## src/rtl/path_point_query_engine_defines.svh

```systemverilog
// Assertion macros for the path point query engine
`ifndef PATH_POINT_QUERY_ENGINE_DEFINES_SVH
`define PATH_POINT_QUERY_ENGINE_DEFINES_SVH
`ifndef SYNTH
`define PPQ_ASSERT_IMPL(label, clk, rst_n, a, c) \
    label: assert property (@(posedge clk) disable iff (!rst_n) (a) |-> (c)) \
        else $error("ppq check failed");
`define PPQ_ASSERT_NEXT(label, clk, rst_n, a, c) \
    label: assert property (@(posedge clk) disable iff (!rst_n) (a) |=> (c)) \
        else $error("ppq check failed");
`else
`define PPQ_ASSERT_IMPL(label, clk, rst_n, a, c)
`define PPQ_ASSERT_NEXT(label, clk, rst_n, a, c)
`endif
`endif

```

## src/rtl/ppq_div.sv

```systemverilog
`default_nettype none
// Restoring divider: 62-bit dividend by 33-bit divisor, one quotient bit a cycle.
module ppq_div
(
    input  wire logic        clk,
    input  wire logic        rst_n,
    input  wire logic        go,
    input  wire logic [61:0] dividend,
    input  wire logic [32:0] divisor,
    output logic             done,
    output logic [31:0]      quotient
);
    logic [61:0] num_reg, num_next;
    logic [33:0] rem_reg, rem_next;
    logic [32:0] den_reg, den_next;
    logic [5:0]  cnt_reg, cnt_next;
    logic        busy_reg, busy_next;
    logic [33:0] trial;

    always_comb
    begin
        num_next  = num_reg;
        rem_next  = rem_reg;
        den_next  = den_reg;
        cnt_next  = cnt_reg;
        busy_next = busy_reg;
        trial     = {rem_reg[32:0], num_reg[61]} - {1'b0, den_reg};
        if (go)
        begin
            num_next  = dividend;
            rem_next  = '0;
            den_next  = divisor;
            cnt_next  = 6'd62;
            busy_next = 1'b1;
        end
        else if (busy_reg)
        begin
            num_next = {num_reg[60:0], ~trial[33]};
            rem_next = trial[33] ? {rem_reg[32:0], num_reg[61]} : trial;
            cnt_next = cnt_reg - 6'd1;
            if (cnt_reg == 6'd1)
                busy_next = 1'b0;
        end
    end

    always_ff @(posedge clk or negedge rst_n)
    begin
        if (!rst_n)
        begin
            busy_reg <= 1'b0;
            cnt_reg  <= '0;
        end
        else
        begin
            busy_reg <= busy_next;
            cnt_reg  <= cnt_next;
        end
    end

    always_ff @(posedge clk)
    begin
        num_reg <= num_next;
        rem_reg <= rem_next;
        den_reg <= den_next;
    end

    assign done     = busy_reg && (cnt_reg == 6'd1);
    // quotient fits 32 bits (ratio at most 1, so quotient at most 2^30)
    assign quotient = num_next[31:0];
endmodule
`default_nettype wire
```

## config.mk

```make
export PLATFORM = sky130hd
export DESIGN_NAME = ppq_div
export DESIGN_NICKNAME = d
export VERILOG_FILES = /design/src/rtl/path_point_query_engine_defines.svh /design/src/rtl/ppq_div.sv
export SDC_FILE = /design/constraint.sdc
export NUM_CORES = 1
export LEC_CHECK = 0
export BUFFER_PORTS_ARGS = -buffer_cell sky130_fd_sc_hd__buf_2
export CAP_MARGIN = 20
export CORE_MARGIN = 3
export CORE_UTILIZATION = 40
export DETAILED_ROUTE_END_ITERATION = 10
export GPL_TIMING_DRIVEN = 0
export PLACE_DENSITY = 0.7
export SETUP_SLACK_MARGIN = 0.1
export SLEW_MARGIN = 30
export SYNTH_ARGS = -nofsm -noshare
export SYNTH_HDL_FRONTEND = slang
export SYNTH_SLANG_ARGS = --single-unit
```

## constraint.sdc

```tcl
create_clock -name clk -period 4 [get_ports clk]
set_clock_uncertainty 0.15 [all_clocks]
set_input_delay 0.4 -clock clk [delete_from_list [all_inputs] [get_ports clk]]
set_output_delay 0.4 -clock clk [all_outputs]
set_load 0.005 [all_outputs]
```

==> summary.txt <==
Run status
  • Outcome: finished clean

STA
  • Fmax: 0.260 GHz
  • Final Hold Fails: 0
  • WHS: ~0.017 ns
  • Slew @ Worst Pin: ~0.83 ns
  • Slew Viols, Final: 0
  • Fin worst setup slack: 0.159 ns
  • Final Critical Period: 3.84 ns
  • Fin crit share: between 90 and 100%
  • Unrepaired setup endpoints after global routing: yes
  • Setup Viol. Count Final: 0
  • Rel. slew slack: 44.4%

Setup path
  • WP data arrival: 3.29 ns
  • Worst r2r dst: rem_reg[24]
  • WS Path Type: flip-flop to output port
  • Critical Path Start Type: flip-flop
  • Setup crit end: quotient[0]
  • Crit path required time: 3.45 ns
  • Worst setup path startpoint: den_reg[12]
  • Setup crit end kind: output port
  • Cells on worst reg2reg path: 14
  • CP Max Fanout: 6
  • Reg2Reg Setup Slack: slightly below 0.7 ns
  • R2r startpoint: den_reg[12]

Drt
  • Initial DRC Count: 487
  • Vias: ~6400
  • First-pass DRT Iterations: 4
  • DRC viols: 0
  • Total wire length: about 19 mm
  • Routed Antenna Nets: 0
  • WL/cell: 16.1 um
  • Vias per cell: 5.34

Clocking
  • Sink Count: 135
  • H-tree depth: 4
  • Clock Path Buffers: 2
  • Clock root buffer: clkbuf_16
  • Clock slew at reported path FFs: 0.06 ns
  • Insertion delay to the later sink of the worst-skew pair: 0.42 ns
  • Cts bufs inserted: 17
  • CTS tree: built

Floorplan
  • Site Rows: 49
  • Total Die Area: 20700 um^2
  • Io pins: 131
  • Die W: around 140 um
  • Initial core utilization: between 40 and 50%
  • Core box area: 18300 um^2
  • Die Ht: ~140 um

Logic synthesis
  • Netlist cell types: 58
  • Mapped Area: 7600 um^2
  • Mapped Nets: 916
  • Seq cells post-synth: 135
  • Top cells by count, synth: 70 x nand2_1, 65 x dfxtp_1, 63 x edfxtp_1
  • Synth Flop Type: dfxtp_1
  • Sequential share of the synthesized area: 44.3%
  • Yosys warnings: 0
  • Number of flops mapped to enable cells by yosys: 63
  • Top-count cell post-synth: nand2_1
  • Synthesized area per cell: 9.72 um^2
  • Largest area contributor in the netlist: edfxtp_1
  • Ranking of synthesized cells by area: edfxtp_1 25%, dfxtp_1 17%, mux2i_1 7.4%
  • Cells after Synth: between 700 and 800
  • Share of the synthesized area in the top cell type: about a quarter
  • Asr flop ratio synth: 5.19%

Layout
  • Fin util: 52.1%
  • Largest register FFs: 62
  • Layout cells sized above 1: a little under a quarter
  • Post-Layout Cell Count: about 1200
  • Nets: 1094
  • # fillers: 1636
  • Layout area overhead: 25.7%
  • Ant diodes: 0

Pwr
  • Clock power share: 28.6%
  • Pwr Density: 597 nW/um^2
  • VDD IR-drop max: 0.348 mV
  • Combinational Power Share: about two fifths
  • Total power: 5.70 mW
  • Sequential share of power: 32.5%
  • Sw Pwr: 1.96 mW
  • Leakage: 4.49 nW
  • Net Sw Frac: 34.3%
  • P_int: 3.74 mW

Global routing
  • Initial antenna violation count: 2
  • Met2 GRT Util: 29.8%
  • M1 GR Usage: roughly 26%
  • Number of global-route vias before repair: 6292
  • M3 GR Usage: 5.62%
  • Total grt overflow: 0
  • Pin count of the biggest net entering global routing: 36
  • Busiest grt layer: met2
  • GRT Total Usage: 19.1%
  • Global-route wire length before repair: around 31 mm

Placed design
  • Placed insts: ~1100
  • Dpl ws: approximately 0.13 ns
  • Routability cong.: around 0.93
  • PortBufs: 130
  • Placed wire-length estimate: 13.6 mm

Min path
  • Hold crit path type: primary input to flip-flop

Job
  • Max cap viols: 0
[power by group through the flow]
stage                     Clock [mW]  Combinational (mW)  Sequential (mW)
after floorplan                    0                1.60             1.82
after global placement             0                2.01             1.86
after detailed placement           0                2.03             1.86
after CTS                       1.65                2.16             1.84
after global routing            1.72                2.45             1.88
final                           1.63                2.22             1.85
[repair_timing]
action                                  in CTS  in global routing
hold buffers                                21                  8
cloned                                       0                  0
gates resized for setup                     13                 13
hold endpoints to repair                    27                  8
buffers inserted                             5                  0
pin swaps                                    5                  2
endpoints found under the setup margin       1                  6
[critical path: stages (launching register included)]
cell      delay (ns)
edfxtp_1        0.32
inv_1           0.05
ha_2            0.40
nand4_1         0.13
or3_4           0.35
a21o_1          0.19
a311o_1         0.29
and3_1          0.19
buf_4           0.16
xnor2_4         0.14
buf_8           0.14
mux2i_1         0.15
o21ai_1         0.10
buf_4           0.15
buf_2           0.12
[area by class of cell]
type,instances,area (um^2),area share (%)
multi-input combinational,522,3670,38.5
sequential,135,3370,35.3
timing repair buffer,164,978,10.2
buffer,73,453,4.74
clock buffer,19,443,4.64
tap,229,287,3.00
inverter,47,176,1.85
clock inverter,13,170,1.78
[layout by cell type, fill, tap and decap left out, drive strengths merged, types with 4 or more instances in the layout]
| cell type | instances |
|---|---|
| dlygate4sd3 | 29 |
| inv | 50 |
| clkinv | 6 |
| a21o | 21 |
| nand3 | 8 |
| dfxtp | 65 |
| nor2b | 5 |
| nand4 | 8 |
| nand2 | 70 |
| dfrtp | 7 |
| o21ai | 59 |
| clkbuf | 48 |
| o21a | 4 |
| o31ai | 7 |
| nor2 | 46 |
| o211ai | 4 |
| a21oi | 29 |
| xnor2 | 17 |
| mux2i | 56 |
| xor2 | 12 |
| a211oi | 24 |
| buf | 179 |
| a311oi | 5 |
| edfxtp | 63 |
| nand2b | 9 |
| o21bai | 4 |
| or3 | 5 |
| ha | 35 |
| a22o | 30 |
| and3 | 5 |
| a31oi | 8 |
| nor3 | 15 |
[metal layers]
| layer | wire, um | share of wire (%) |
|---|---|---|
| met1 | 8800 | 45 |
| met2 | 8700 | 45 |
| met3 | 1530 | 7.9 |
| met4 | 351 | 1.8 |
| met5 | 14 | 0.072 |
[per-stage QoR]
| step | area (um^2) | TNS (ns) |
|---|---|---|
| after global placement | 8530 | 0 |
| after floorplan | 7600 | 0 |
| after detailed placement | 8540 | 0 |
| after global routing | 9550 | -0.0127 |
| final | 9550 | 0 |
| after CTS | 9430 | 0 |
[cell families (layout without fill, tap and decap cells)]
logic type,after synthesis,count (layout),share of synthesized area [%]
buffers and inverters,125,316,8.17
xor gates and xnor gates,29,29,3.59
DFF,135,135,44.3
adders and majority gates,36,36,6.03
muxes,56,56,7.38
AOI/OAI and AO/OA,213,213,19.0
and+or+nand+nor,188,188,11.5
[worst min path at each step]
| stage | startpoint | to | slack [ns] | depth (start not counted) |
|---|---|---|---|---|
| after floorplan | rst_n | busy_reg | -0.05 | 0 |
| after global placement | rst_n | cnt_reg[5] | 0.09 | 1 |
| after detailed placement | rst_n | cnt_reg[5] | 0.09 | 1 |
| after CTS | divisor[16] | den_reg[16] | 0.0006 | 1 |
| after global routing | divisor[19] | den_reg[19] | 0.0009 | 1 |
| final | divisor[4] | den_reg[4] | 0.02 | 1 |
(Power assumes the default switching activity.)
